$ cat src/rtl/httpdate_pkg.sv
// Constants and name tables for the HTTP date parser.
// Used by http_date_parser_top; depends on nothing else.
package httpdate_pkg;

   localparam logic [7:0] CHAR_SPACE = 8'h20;
   localparam logic [7:0] CHAR_COLON = 8'h3A;
   localparam logic [7:0] CHAR_COMMA = 8'h2C;
   localparam logic [7:0] CHAR_ZERO  = 8'h30;
   localparam logic [7:0] CHAR_NINE  = 8'h39;
   localparam logic [7:0] CHAR_UPPER_A = 8'h41;
   localparam logic [7:0] CHAR_UPPER_Z = 8'h5A;
   localparam logic [7:0] CASE_BIT   = 8'h20;

   localparam int unsigned MIN_YEAR = 999;

   localparam logic [23:0] ZONE_GMT = "gmt";

   localparam logic [0:6][23:0] WEEKDAY_NAMES = '{
      "sun", "mon", "tue", "wed", "thu", "fri", "sat"
   };

   localparam logic [0:11][23:0] MONTH_NAMES = '{
      "jan", "feb", "mar", "apr", "may", "jun",
      "jul", "aug", "sep", "oct", "nov", "dec"
   };

   function automatic logic weekday_match(input logic [23:0] name);
      logic hit;
      hit = 1'b0;
      for (int k = 0; k < 7; k++) begin
         if (name == WEEKDAY_NAMES[k]) hit = 1'b1;
      end
      return hit;
   endfunction

   // Returns 1 to 12 for a known month name, 0 otherwise.
   function automatic logic [3:0] month_number(input logic [23:0] name);
      logic [3:0] num;
      num = 4'd0;
      for (int k = 0; k < 12; k++) begin
         if (name == MONTH_NAMES[k]) num = 4'(k + 1);
      end
      return num;
   endfunction

endpackage

$ cat src/rtl/http_date_parser_top.sv
// HTTP date parser, RFC 1123 form, one byte per transaction.
// The result appears on rsp_valid in the cycle after the final byte is accepted.
// Throughput: one byte per cycle; a final byte waits only while an earlier result
// is still held in the output register and rsp_ready is low.
// Reset (synchronous, active high) clears the parse state and the output valid.
// Depends on httpdate_pkg.
module http_date_parser_top #(
   parameter int NUMBER_WIDTH = 16
) (
   input  logic        clock,
   input  logic        reset,
   input  logic        req_valid,
   output logic        req_ready,
   input  logic [7:0]  req_char_in,
   input  logic        req_end_of_text,
   output logic        rsp_valid,
   input  logic        rsp_ready,
   output logic        rsp_ok,
   output logic [15:0] rsp_day_out,
   output logic [3:0]  rsp_month_out,
   output logic [15:0] rsp_year_out,
   output logic [15:0] rsp_hour_out,
   output logic [15:0] rsp_minute_out,
   output logic [15:0] rsp_second_out
);

   localparam int NW = NUMBER_WIDTH;

   typedef enum logic [3:0] {
      TOK_WEEKDAY, TOK_DAY, TOK_MONTH, TOK_YEAR, TOK_HOUR,
      TOK_MINUTE, TOK_SECOND, TOK_ZONE, TOK_DONE
   } token_type;

   typedef struct packed {
      token_type      tok;
      logic [1:0]     pos;
      logic [23:0]    name;
      logic [NW-1:0]  acc;
      logic           dig;
      logic [NW-1:0]  day;
      logic [3:0]     month;
      logic [NW-1:0]  year;
      logic [NW-1:0]  hour;
      logic [NW-1:0]  minute;
      logic [NW-1:0]  second;
      logic           err;
      logic           zone;
   } parse_type;

   localparam parse_type PARSE_RESET = '{
      tok: TOK_WEEKDAY, pos: '0, name: '0, acc: '0, dig: 1'b0, day: '0, month: '0,
      year: '0, hour: '0, minute: '0, second: '0, err: 1'b0, zone: 1'b0
   };

   function automatic logic is_number(input token_type t);
      return (t == TOK_DAY) || (t == TOK_YEAR) || (t == TOK_HOUR) ||
             (t == TOK_MINUTE) || (t == TOK_SECOND);
   endfunction

   // Stores the running number in its field and moves to the next token; a year below MIN_YEAR sets err instead.
   function automatic parse_type commit_number(input parse_type s_in);
      parse_type s;
      logic      advance;
      s = s_in;
      advance = 1'b1;
      unique case (s.tok)
         TOK_DAY: begin
            s.day = s.acc;
            s.tok = TOK_MONTH;
         end
         TOK_YEAR: begin
            if (s.acc < NW'(httpdate_pkg::MIN_YEAR)) begin
               s.err = 1'b1;
               advance = 1'b0;
            end else begin
               s.year = s.acc;
               s.tok = TOK_HOUR;
            end
         end
         TOK_HOUR: begin
            s.hour = s.acc;
            s.tok = TOK_MINUTE;
         end
         TOK_MINUTE: begin
            s.minute = s.acc;
            s.tok = TOK_SECOND;
         end
         TOK_SECOND: begin
            s.second = s.acc;
            s.tok = TOK_ZONE;
         end
         default: advance = 1'b0;
      endcase
      if (advance) begin
         s.acc = '0;
         s.dig = 1'b0;
      end
      return s;
   endfunction

   parse_type     state_ff, state_in, parsed;
   logic          rsp_valid_ff, rsp_valid_in;
   logic          res_ok_ff;
   logic [15:0]   res_day_ff, res_year_ff, res_hour_ff, res_minute_ff, res_second_ff;
   logic [3:0]    res_month_ff;

   logic          req_fire;
   logic          digit;
   logic          separator;
   logic [7:0]    lower;
   logic [NW+3:0] times_ten;
   logic [NW-1:0] acc_sat;
   logic [23:0]   shifted_name;
   logic [3:0]    month_hit;
   logic          active;
   logic          handled;

   assign req_fire  = req_valid && req_ready;
   assign req_ready = !rsp_valid_ff || rsp_ready || !req_end_of_text;

   assign digit = (req_char_in >= httpdate_pkg::CHAR_ZERO) &&
                  (req_char_in <= httpdate_pkg::CHAR_NINE);
   assign separator = (req_char_in == httpdate_pkg::CHAR_SPACE) ||
                      (req_char_in == httpdate_pkg::CHAR_COLON);
   assign lower = ((req_char_in >= httpdate_pkg::CHAR_UPPER_A) &&
                   (req_char_in <= httpdate_pkg::CHAR_UPPER_Z)) ?
                  (req_char_in | httpdate_pkg::CASE_BIT) : req_char_in;

   // Multiply by ten as two shifts and an add, add the new digit, then saturate.
   assign times_ten = ({4'b0, state_ff.acc} << 3) + ({4'b0, state_ff.acc} << 1) +
                      (NW+4)'(req_char_in[3:0]);
   assign acc_sat = (|times_ten[NW+3:NW]) ? {NW{1'b1}} : times_ten[NW-1:0];

   assign shifted_name = {state_ff.name[15:0], lower};
   assign month_hit = httpdate_pkg::month_number(shifted_name);

   always_comb begin
      parsed = state_ff;
      handled = 1'b0;
      active = !state_ff.err && (state_ff.tok != TOK_DONE);
      if (active) begin
         if (is_number(state_ff.tok) && state_ff.dig) begin
            if (digit) begin
               parsed.acc = acc_sat;
               handled = 1'b1;
            end else begin
               parsed = commit_number(parsed);
               handled = parsed.err;
            end
         end
         if (!handled) begin
            if ((parsed.pos == 2'd0) && separator) begin
               // Separators between tokens are skipped.
            end else if (is_number(parsed.tok)) begin
               if (!digit) begin
                  parsed.err = 1'b1;
               end else begin
                  parsed.acc = NW'(req_char_in[3:0]);
                  parsed.dig = 1'b1;
               end
            end else if ((parsed.tok == TOK_WEEKDAY) && (parsed.pos == 2'd3)) begin
               if (req_char_in != httpdate_pkg::CHAR_COMMA) begin
                  parsed.err = 1'b1;
               end else begin
                  parsed.tok = TOK_DAY;
                  parsed.pos = 2'd0;
                  parsed.name = '0;
               end
            end else begin
               parsed.name = shifted_name;
               parsed.pos = parsed.pos + 2'd1;
               if (parsed.pos == 2'd3) begin
                  if (parsed.tok == TOK_WEEKDAY) begin
                     if (!httpdate_pkg::weekday_match(shifted_name)) parsed.err = 1'b1;
                  end else if (parsed.tok == TOK_MONTH) begin
                     if (month_hit != 4'd0) begin
                        parsed.month = month_hit;
                        parsed.tok = TOK_YEAR;
                        parsed.pos = 2'd0;
                        parsed.name = '0;
                     end else begin
                        parsed.err = 1'b1;
                     end
                  end else begin
                     if (shifted_name == httpdate_pkg::ZONE_GMT) begin
                        parsed.zone = 1'b1;
                        parsed.tok = TOK_DONE;
                     end else begin
                        parsed.err = 1'b1;
                     end
                  end
               end
            end
         end
      end
      // A number still running on the final byte is committed before the result.
      if (req_end_of_text && !parsed.err && (parsed.tok != TOK_DONE) &&
          is_number(parsed.tok) && parsed.dig) begin
         parsed = commit_number(parsed);
      end
   end

   always_comb begin
      state_in = state_ff;
      if (req_fire) begin
         state_in = req_end_of_text ? PARSE_RESET : parsed;
      end
      rsp_valid_in = (req_fire && req_end_of_text) || (rsp_valid_ff && !rsp_ready);
   end

   always_ff @(posedge clock) begin
      if (reset) begin
         state_ff <= PARSE_RESET;
         rsp_valid_ff <= 1'b0;
      end else begin
         state_ff <= state_in;
         rsp_valid_ff <= rsp_valid_in;
      end
   end

   // The result register holds a finished transaction until rsp_ready.
   always_ff @(posedge clock) begin
      if (req_fire && req_end_of_text) begin
         res_ok_ff     <= parsed.zone && !parsed.err;
         res_day_ff    <= 16'(parsed.day);
         res_month_ff  <= parsed.month;
         res_year_ff   <= 16'(parsed.year);
         res_hour_ff   <= 16'(parsed.hour);
         res_minute_ff <= 16'(parsed.minute);
         res_second_ff <= 16'(parsed.second);
      end
   end

   assign rsp_valid      = rsp_valid_ff;
   assign rsp_ok         = res_ok_ff;
   assign rsp_day_out    = res_day_ff;
   assign rsp_month_out  = res_month_ff;
   assign rsp_year_out   = res_year_ff;
   assign rsp_hour_out   = res_hour_ff;
   assign rsp_minute_out = res_minute_ff;
   assign rsp_second_out = res_second_ff;

endmodule

$ cat config.mk
export PLATFORM = sky130hd
export DESIGN_NAME = http_date_parser_top
export DESIGN_NICKNAME = d
export VERILOG_FILES = /design/src/rtl/httpdate_pkg.sv /design/src/rtl/http_date_parser_top.sv
export SDC_FILE = /design/constraint.sdc
export NUM_CORES = 1
export LEC_CHECK = 0
export BUFFER_PORTS_ARGS = -buffer_cell sky130_fd_sc_hd__buf_2
export CAP_MARGIN = 20
export CORE_ASPECT_RATIO = 0.7
export CORE_MARGIN = 4
export CORE_UTILIZATION = 45
export DETAILED_ROUTE_END_ITERATION = 16
export GPL_ROUTABILITY_DRIVEN = 0
export PLACE_DENSITY = 0.63
export SYNTH_ARGS = -nofsm -noshare
export SYNTH_HDL_FRONTEND = slang
export SYNTH_SLANG_ARGS = --single-unit
export TNS_END_PERCENT = 1
$ cat constraint.sdc
create_clock -name clock -period 13.7 [get_ports clock]
set_input_delay 2.74 -clock clock [delete_from_list [all_inputs] [get_ports clock]]
set_output_delay 2.74 -clock clock [all_outputs]
set_load 0.02 [all_outputs]
==> results of run 1 <==
==> metrics by stage <==
step	utilization	cells	cell area (um2)
2_1_floorplan	-	1177	11700
3_3_place_gp	0.482	1541	12400
3_5_place_dp	0.482	1541	12400
4_1_cts	0.513	1581	13100
5_1_grt	0.513	1583	13200
6_report	0.513	1583	13200
==> critical path, stage by stage <==
cell     delay (ns)
buf_2          0.27
ha_1           0.29
ha_1           0.24
fa_1           0.48
a21oi_1        0.19
nor2_1         0.09
o21ai_1        0.29
o21ai_0        0.23
mux2i_1        0.47
a31oi_1        0.16
a21oi_1        0.66
a311o_2        0.36
a41oi_4        0.40
mux2i_1        0.25
==> cells in the final DEF (no fill, tap or decap), types with 10 or more instances in the layout <==
master / synthesis / final
a211oi_1: 10 / 10
a21oi_1: 55 / 54
a22o_1: 21 / 21
a22oi_1: 33 / 33
a2bb2oi_1: 10 / 10
buf_2: 19 / 99
buf_4: 2 / 13
clkbuf_16: 0 / 23
dfxtp_1: 126 / 126
edfxtp_1: 85 / 85
ha_1: 34 / 34
inv_1: 15 / 15
mux2i_1: 154 / 154
nand2_1: 103 / 103
nand2b_1: 13 / 13
nand3_1: 14 / 14
nor2_1: 106 / 105
nor3_1: 18 / 17
o21ai_0: 91 / 91
or3_1: 10 / 10
==> cell families after synthesis <==
family          share of synthesized area
compound gates                      0.188
simple gates                        0.161
buf+inv                            0.0365
xor+xnor                          0.00749
flops                               0.434
mux                                 0.134
fa+ha+maj                          0.0398
==> registers in the layout (all words and copies together) (netlist names) <==
| register | count |
|---|---|
| state_ff | 109 |
| rsp_day_out | 16 |
| rsp_hour_out | 16 |
| rsp_minute_out | 16 |
| rsp_second_out | 16 |
| rsp_year_out | 16 |
| shifted_name | 16 |
| rsp_month_out | 4 |
| rsp_ok | 1 |
| rsp_valid | 1 |
==> final timing paths <==
| check | startpoint | end | slack (ns) | cells past startpoint |
|---|---|---|---|---|
| worst max register to register | state_ff[88] | rsp_year_out[9] | 8.48 | 13 |
| worst max-delay path | req_char_in[2] | rsp_year_out[9] | 6.78 | 14 |
| worst min-delay path | state_ff[48] | state_ff[48] | 0.45 | 2 |
| worst min register to register | state_ff[48] | state_ff[48] | 0.45 | 2 |
==> final cells by class <==
| class | count | share of cell area |
|---|---|---|
| repair buffers | 114 | 0.0460 |
| clock inverters | 15 | 0.0146 |
| well taps | 331 | 0.0315 |
| flip-flops and latches | 211 | 0.386 |
| inverters | 16 | 0.00456 |
| clock buffers | 25 | 0.0451 |
| multi-input cells | 871 | 0.472 |
==> where the power goes <==
group	switching, mW	leakage, nW	internal [mW]	total [mW]
registers	0.00547	1.84	0.661	0.667
logic	0.0508	2.90	0.0163	0.0672
clock network	0.260	0.372	0.388	0.648
total	0.317	5.11	1.07	1.38
==> routing by layer <==
| metal | vias to the layer above | share of wire |
|---|---|---|
| li1 | 4560 | - |
| met3 | 56 | 0.095 |
| met4 | 0 | 0.021 |
| met2 | 440 | 0.40 |
| met1 | 4721 | 0.48 |
| met5 | - | 0 |
==> results.sh, run 1 <==
export IMPL_p_leak_nw=5.11
export IMPL_required_ns=13.92
export IMPL_drt_iter0_drc=1134
export IMPL_pre_cts_ws_ns=6.25
export IMPL_fin_crit_ns=6.92
export IMPL_place_hpwl_mm=24.1
export IMPL_power_density_nw_per_um2=105
export IMPL_ys_types=101
export IMPL_numCtsBuffers=22
export IMPL_path_max_fanout=16
export IMPL_antenna_found_initial=0
export IMPL_avgSynthCellArea_um2=9.94
export IMPL_async_reset_ff_frac=0
export IMPL_rows=49
export IMPL_cts_resized=0
export IMPL_min_period_over_period=0.505
export IMPL_cts_tree="done"
export IMPL_clk_pin_slew_ns=0.07
export IMPL_endpoint_kind="register"
export IMPL_die_y_um=143
export IMPL_vias_per_cell=6.18
export IMPL_synth_ff_type="dfxtp_1"
export IMPL_cap_viol_max_count=0
export IMPL_synth_cells=1177
export IMPL_die_width_um=201
export IMPL_tightest_slew_ns=1.13
export IMPL_fmaxAchievable_mhz=145
export IMPL_fin_worst_skew_ns=0.0124
export IMPL_grt_start_max_net_pins=63
export IMPL_start_util=0.456
export IMPL_wire_per_inst_um=22.2
export IMPL_ir_drop_mv=0.0861
export IMPL_yosys_warnings=0
export IMPL_drive_above_1_share=0.157
export IMPL_yosysMostFrequentCell="mux2i_1"
export IMPL_grt_overflow=0
export IMPL_synth_area_leader_cell="edfxtp_1"
export IMPL_clkLatencyLatePin_ns=0.51
export IMPL_syn2layout_area_growth_pct=12.5
export IMPL_critPathKind="in2reg"
export IMPL_synth_nets=1226
export IMPL_gr_max_usage_layer="met1"
export IMPL_total_power_mw=1.38
export IMPL_synthTopCellsByArea="edfxtp_1, dfxtp_1, mux2i_1, o21ai_0, ha_1"
export IMPL_grt_pass1_vias=8963
export IMPL_ant_nets=0
export IMPL_holdWs_ns=0.452
export IMPL_status="finished clean"
export IMPL_yosys_area_top_type_share=0.218
export IMPL_regArea_um2=5070
export IMPL_drt_pass1_iter_count=5
export IMPL_start_kind="input pin"
export IMPL_cts_root_buf="clkbuf_16"
export IMPL_min_path_type="reg2reg"
export IMPL_cts_hold_fix_buffers=0
export IMPL_routed_wl_mm=35.2
export IMPL_cts_sinks=211
export IMPL_grtUsageMet1=0.370
export IMPL_critPathArrivalTime_ns=7.14
export IMPL_io_pins=100
export IMPL_cts_setup_buffers=0
export IMPL_core_um2=25600
export IMPL_synth_seq_cells=211
export IMPL_multi_input_area_um2=6220
export IMPL_yosysSeqAreaShare=0.434
export IMPL_grt_usage=0.237
export IMPL_antenna_cells=0
export IMPL_die_area_um2=28700
export IMPL_final_hold_violation_count=0
export IMPL_tns_ns=0
export IMPL_io_buffer_count=99
export IMPL_remaining_drc_errors=0
export IMPL_slew_headroom=0.246
export IMPL_setup_viol=0
export IMPL_grt_setup_unrepaired="no"
export IMPL_final_nets=1285
export IMPL_clockBufferDepth=3
export IMPL_h_tree_depth=1
export IMPL_setup_ws_ns=6.78
export IMPL_syn_area_um2=11700
export IMPL_grt_use_met2=0.330
export IMPL_nFillCells=2292
export IMPL_gr_usage_met3=0.0572
export IMPL_vias=9777
export IMPL_report_final_slew_viol_count=0
export IMPL_synthTopCellsByCount="mux2i_1, dfxtp_1, nor2_1"
export IMPL_grt_pass1_wl_mm=54.3
export IMPL_synth_edf_count=85
No activity file was read; power rests on OpenSTA's default activity.
==> run 2: changes to the inputs <==
Clock period 13.7 ns to 6.63 ns, I/O delays scaled along.
==> run 2 against run 1 <==
  * Via count is 1.2% higher
  * Clock-buffer cell count is 4 higher
  * First-iteration DRC count is 6.5% higher
  * Critical path depth stayed put
  * Die area stayed put
  * Setup slack worse by 5.5 ns
  * Worst hold slack better by 0.0027 ns
  * Power is 96% higher
  * Final cell count is 0.44% higher
  * Clock skew is 0.0031 ns lower
  * Core utilization is 0.12 points lower
  * Highest routed layer unchanged
  * Clock power is 84% higher
==> results.sh, run 2 (synthesis gave the netlist of run 1 again) <==
export IMPL_status="finished clean"
export IMPL_slew_headroom=0.255
export IMPL_rr_worst_depth=12
export IMPL_crit_chain="buf_2, ha_1, ha_1, fa_1, a21oi_1, nor2_1, o21ai_1, o21ai_0, mux2_2, nor2_1, nand2_1, o221ai_2, a41oi_4, mux2i_1"
export IMPL_final_nets=1293
export IMPL_cts_sinks=211
export IMPL_power_density_nw_per_um2=206
export IMPL_crit_start="req_char_in[2]"
export IMPL_regMostFlops="state_ff"
export IMPL_final_hold_violation_count=0
export IMPL_ir_drop_mv=0.201
export IMPL_clockBufferDepth=3
export IMPL_clk_pin_slew_ns=0.06
export IMPL_io_pins=100
export IMPL_rows=49
export IMPL_final_common_cell="mux2i_1"
export IMPL_grt_pass1_wl_mm=55.0
export IMPL_h_tree_depth=1
export IMPL_drt_iter0_drc=1208
export IMPL_cap_viol_max_count=0
export IMPL_fmaxAchievable_mhz=186
export IMPL_start_util=0.456
export IMPL_antenna_cells=0
export IMPL_place_hpwl_mm=24.8
export IMPL_drive_above_1_share=0.162
export IMPL_core_um2=25600
export IMPL_die_y_um=143
export IMPL_drt_pass1_iter_count=5
export IMPL_grt_setup_unrepaired="no"
export IMPL_endpoint_kind="register"
export IMPL_report_final_slew_viol_count=0
export IMPL_cts_tree="done"
export IMPL_critPathArrivalTime_ns=5.60
export IMPL_numCtsBuffers=22
export IMPL_tns_ns=0
export IMPL_fin_worst_skew_ns=0.00931
export IMPL_vias=9892
export IMPL_min_path_type="reg2reg"
export IMPL_cts_resized=0
export IMPL_r2r_end="rsp_year_out[7]"
export IMPL_cts_setup_buffers=0
export IMPL_min_period_over_period=0.811
export IMPL_largest_register_ffs=109
export IMPL_p_leak_nw=5.12
export IMPL_nFillCells=2336
export IMPL_required_ns=6.85
export IMPL_die_area_um2=28700
export IMPL_critPathBufInv=1
export IMPL_vias_per_cell=6.22
export IMPL_antenna_found_initial=0
export IMPL_critPathMaxStageDelay_ns=0.52
export IMPL_remaining_drc_errors=0
export IMPL_grt_start_max_net_pins=54
export IMPL_cp_top_family="compound AO/OA/AOI/OAI gates"
export IMPL_worstSetupEndpoint="rsp_year_out[7]"
export IMPL_setup_viol=0
export IMPL_r2r_setup_slack_ns=1.62
export IMPL_start_kind="input pin"
export IMPL_fin_crit_ns=5.38
export IMPL_io_buffer_count=99
export IMPL_wire_per_inst_um=22.3
export IMPL_path_max_fanout=16
export IMPL_total_power_mw=2.71
export IMPL_syn2layout_area_growth_pct=12.2
export IMPL_grt_usage=0.239
export IMPL_final_cell_mix="mux2i_1, dfxtp_1, nor2_1"
export IMPL_grt_pass1_vias=9142
export IMPL_grt_overflow=0
export IMPL_critPathKind="in2reg"
export IMPL_reg2reg_from="state_ff[87]"
export IMPL_cts_root_buf="clkbuf_16"
export IMPL_cts_hold_fix_buffers=0
export IMPL_cp_depth=14
export IMPL_clkLatencyLatePin_ns=0.52
export IMPL_ant_nets=0
export IMPL_die_width_um=201
export IMPL_crit_path_top_delay_cell="o221ai_2"
export IMPL_routed_wl_mm=35.5
export IMPL_tightest_slew_ns=1.12
run 2: how the worst min path moves through the flow:
stage | from | endpoint | slack [ns] | cells after the start
after detailed placement | state_ff[39] | state_ff[39] | 0.44 | 2
after global routing | state_ff[35] | state_ff[35] | 0.48 | 2
after CTS | state_ff[39] | state_ff[39] | 0.46 | 2
after global placement | state_ff[81] | state_ff[81] | 0.43 | 2
final | state_ff[32] | state_ff[32] | 0.46 | 2
after floorplan | state_ff[34] | state_ff[34] | 0.42 | 2
run 2: worst reg2reg max path, cell delays in order (launching register included):
cell	delay, ns
dfxtp_1	0.73
fa_1	0.58
fa_1	0.43
a21oi_1	0.19
nor2_1	0.09
o21ai_1	0.30
o21ai_0	0.22
mux2_2	0.36
nor2_1	0.37
nand2_1	0.16
o221ai_2	0.52
a41oi_4	0.52
mux2i_1	0.23
run 2: per-layer routing:
| metal | share of wire | global-route usage |
|---|---|---|
| met5 | 0 | 0 |
| met3 | 0.090 | 0.0461 |
| met2 | 0.40 | 0.341 |
| met4 | 0.022 | 0.0532 |
| met1 | 0.48 | 0.374 |
run 2: area by class of cell:
class | instances | area, um2 | share of cell area
clock inverter | 10 | 71.3 | 0.00543
clock buffer | 29 | 617 | 0.0470
tap | 331 | 414 | 0.0316
multi-input combinational | 871 | 6220 | 0.474
timing repair buffer | 122 | 672 | 0.0512
inverter | 16 | 60.1 | 0.00458
sequential | 211 | 5070 | 0.387
run 2: report_power, final:
group | internal [mW] | switching, mW
combinational | 0.0339 | 0.105
sequential | 1.37 | 0.0114
clock | 0.660 | 0.532
total | 2.06 | 0.649
run 2: metrics by stage:
step	area [um2]	hold slack, ns	util	std cells	worst slack, ns
after floorplan	11700	0.424	-	1177	1.69
after global placement	12400	0.434	0.485	1550	0.968
after detailed placement	12400	0.441	0.485	1551	0.799
after CTS	13100	0.456	0.512	1590	1.34
after global routing	13100	0.478	0.512	1590	0.960
final	13100	0.455	0.512	1590	1.25
==> run 3: changes to the inputs <==
Settings changed: ABC_AREA set to 1.
Clock period 6.63 ns to 5.6 ns, I/O delays scaled along.
==> run 3 against run 2 <==
  * Die area grew 11%
  * Sequential share of layout area shrank 3.9 points
  * Core utilization grew 0.61 points
  * Clock-buffer cell count is the same
  * Largest cell class unchanged
  * Largest power group unchanged
==> results.sh, run 3 <==
export IMPL_critPathMaxStageDelay_ns=0.42
export IMPL_synth_ff_type="dfxtp_1"
export IMPL_die_width_um=212
export IMPL_yosys_area_top_type_share=0.195
export IMPL_io_pins=100
export IMPL_cp_top_family="simple AND/OR/NAND/NOR gates"
export IMPL_utilization=0.518
export IMPL_cts_hold_fix_buffers=0
export IMPL_numCtsBuffers=23
export IMPL_synth_nets=1921
export IMPL_routed_wl_mm=42.1
export IMPL_vias_per_cell=5.71
export IMPL_grt_pass1_wl_mm=65.1
export IMPL_h_tree_depth=1
export IMPL_clkLatencyLatePin_ns=0.53
export IMPL_placedCellCount=2274
export IMPL_ys_types=48
export IMPL_r2r_setup_slack_ns=1.01
export IMPL_syn_area_um2=13100
export IMPL_yosysSeqAreaShare=0.388
export IMPL_fin_crit_ns=4.75
export IMPL_clk_pin_slew_ns=0.06
export IMPL_setup_ws_ns=0.848
export IMPL_final_common_cell="nand2_1"
export IMPL_die_y_um=151
export IMPL_clockBufferDepth=3
export IMPL_status="finished clean"
export IMPL_slew_headroom=0.397
export IMPL_min_period_over_period=0.849
export IMPL_regMostFlops="state_ff"
export IMPL_hold_start="state_ff[37]"
export IMPL_synth_seq_cells=211
export IMPL_cp_depth=25
export IMPL_grt_overflow=0
export IMPL_hold_path_depth=2
export IMPL_synth_cells=1872
export IMPL_critPathKind="in2reg"
export IMPL_whs_endpoint="state_ff[37]"
export IMPL_p_leak_nw=6.12
export IMPL_avgSynthCellArea_um2=6.99
export IMPL_syn2layout_area_growth_pct=11.7
export IMPL_yosys_warnings=0
export IMPL_async_reset_ff_frac=0
export IMPL_largest_register_ffs=109
export IMPL_die_area_um2=31900
export IMPL_cts_tree="done"
export IMPL_io_buffer_count=99
export IMPL_final_hold_violation_count=0
export IMPL_cts_setup_buffers=0
export IMPL_rows=51
export IMPL_cts_root_buf="clkbuf_16"
export IMPL_cap_viol_max_count=0
export IMPL_crit_path_top_delay_cell="fa_1"
export IMPL_ir_drop_mv=0.168
export IMPL_start_util=0.464
export IMPL_grt_setup_unrepaired="no"
export IMPL_tns_ns=0
export IMPL_antenna_found_initial=1
export IMPL_fmaxAchievable_mhz=210
export IMPL_setup_viol=0
export IMPL_start_kind="input pin"
export IMPL_path_max_fanout=17
export IMPL_required_ns=5.89
export IMPL_drt_pass1_iter_count=6
export IMPL_reg2reg_from="state_ff[102]"
export IMPL_critPathBufInv=2
export IMPL_grt_start_max_net_pins=77
export IMPL_rr_worst_depth=21
export IMPL_pre_cts_ws_ns=0.458
export IMPL_critPathArrivalTime_ns=5.04
export IMPL_synthTopCellsByCount="nand2_1, a21oi_1, nand3_1"
export IMPL_synth_edf_count=85
export IMPL_grt_pass1_vias=11794
export IMPL_final_nets=1980
export IMPL_tightest_slew_ns=0.904
export IMPL_remaining_drc_errors=0
export IMPL_fin_worst_skew_ns=0.0146
export IMPL_wire_per_inst_um=18.1
export IMPL_report_final_slew_viol_count=0
export IMPL_cts_sinks=211
export IMPL_cp_common_cell="nand2_1"
export IMPL_endpoint_kind="register"
export IMPL_final_cells=2318
export IMPL_r2r_end="rsp_minute_out[14]"
export IMPL_power_density_nw_per_um2=225
export IMPL_synth_area_leader_cell="edfxtp_1"
export IMPL_ant_nets=0
export IMPL_core_um2=28200
export IMPL_final_cell_mix="nand2_1, a21oi_1, nand3_1"
export IMPL_drive_above_1_share=0.106
export IMPL_drt_iter0_drc=1583
export IMPL_vias=13243
export IMPL_min_path_type="reg2reg"
export IMPL_yosysMostFrequentCell="nand2_1"
export IMPL_synthTopCellsByArea="edfxtp_1, dfxtp_1, nand2_1, a21oi_1, nand3_1"
export IMPL_grt_usage=0.255
export IMPL_nFillCells=2714
export IMPL_antenna_cells=0
export IMPL_cts_resized=0
export IMPL_place_hpwl_mm=28.4
## run 3: cell types whose count changed in the layout (fill, tap and decap cells not counted), moves of 32 or more
cell | previous run | this run
nand2_1 | 103 | 489
a21oi_1 | 54 | 216
nand3_1 | 14 | 174
mux2i_1 | 154 | 0
inv_1 | 15 | 150
nand4_1 | 9 | 87
nor2_1 | 105 | 172
and2_1 | 4 | 64
a22oi_1 | 33 | 1
## run 3: through the flow
step | hold WS [ns] | area, um2 | power (mW)
floorplan | 0.445 | 13100 | 1.78
global placement | 0.452 | 13800 | 1.84
detailed placement | 0.456 | 13800 | 1.84
CTS | 0.465 | 14500 | 3.31
global route | 0.477 | 14600 | 3.40
finish | 0.466 | 14600 | 3.29
## run 3: report_power, final
group | internal (mW) | total [mW] | switching (mW)
clock network | 0.834 | 1.48 | 0.643
logic | 0.0390 | 0.185 | 0.146
registers | 1.62 | 1.63 | 0.0102
total | 2.49 | 3.29 | 0.800
## run 3: tightest hold or removal path: cells and delay by family, from the launching register on
kind	cells	cell delay, ns
DFF	1	0.31
AOI/OAI and AO/OA	1	0.05
and+or+nand+nor	1	0.06
## run 3: cell type report
type                    count  area [um2]  area share
inverters                 161         608      0.0416
multi-input cells        1411        7000       0.479
well taps                 371         464      0.0318
clock inverters            12         100     0.00685
repair buffers            123         748      0.0512
flip-flops and latches    211        5070       0.347
clock buffers              29         618      0.0423
## run 3: cell families (layout without fill, tap and decap cells)
family | after synthesis | count (layout) | share of synthesized area
adders and majority gates | 36 | 36 | 0.0356
and+or+nand+nor | 1049 | 1049 | 0.365
buffers and inverters | 250 | 325 | 0.0787
xor gates and xnor gates | 11 | 11 | 0.00736
AOI/OAI and AO/OA | 315 | 315 | 0.126
DFF | 211 | 211 | 0.388
## run 3: how the worst max path moves through the flow
stage                   start               end  slack, ns
2_1_floorplan  req_char_in[2]  rsp_year_out[10]       1.06
3_3_place_gp   req_char_in[3]  rsp_year_out[11]       0.52
3_5_place_dp   req_char_in[3]   rsp_year_out[3]       0.46
4_1_cts        req_char_in[2]   rsp_year_out[3]        1.0
5_1_grt        req_char_in[2]   rsp_year_out[0]       0.49
6_report       req_char_in[3]   rsp_year_out[3]       0.85
## run 3: layer usage
metal	vias to the layer above	share of wire	global-route usage
met5	-	0	0
met4	0	0.027	0.0740
met3	86	0.11	0.0525
met2	670	0.40	0.354
met1	6085	0.47	0.397
li1	6402	-	-
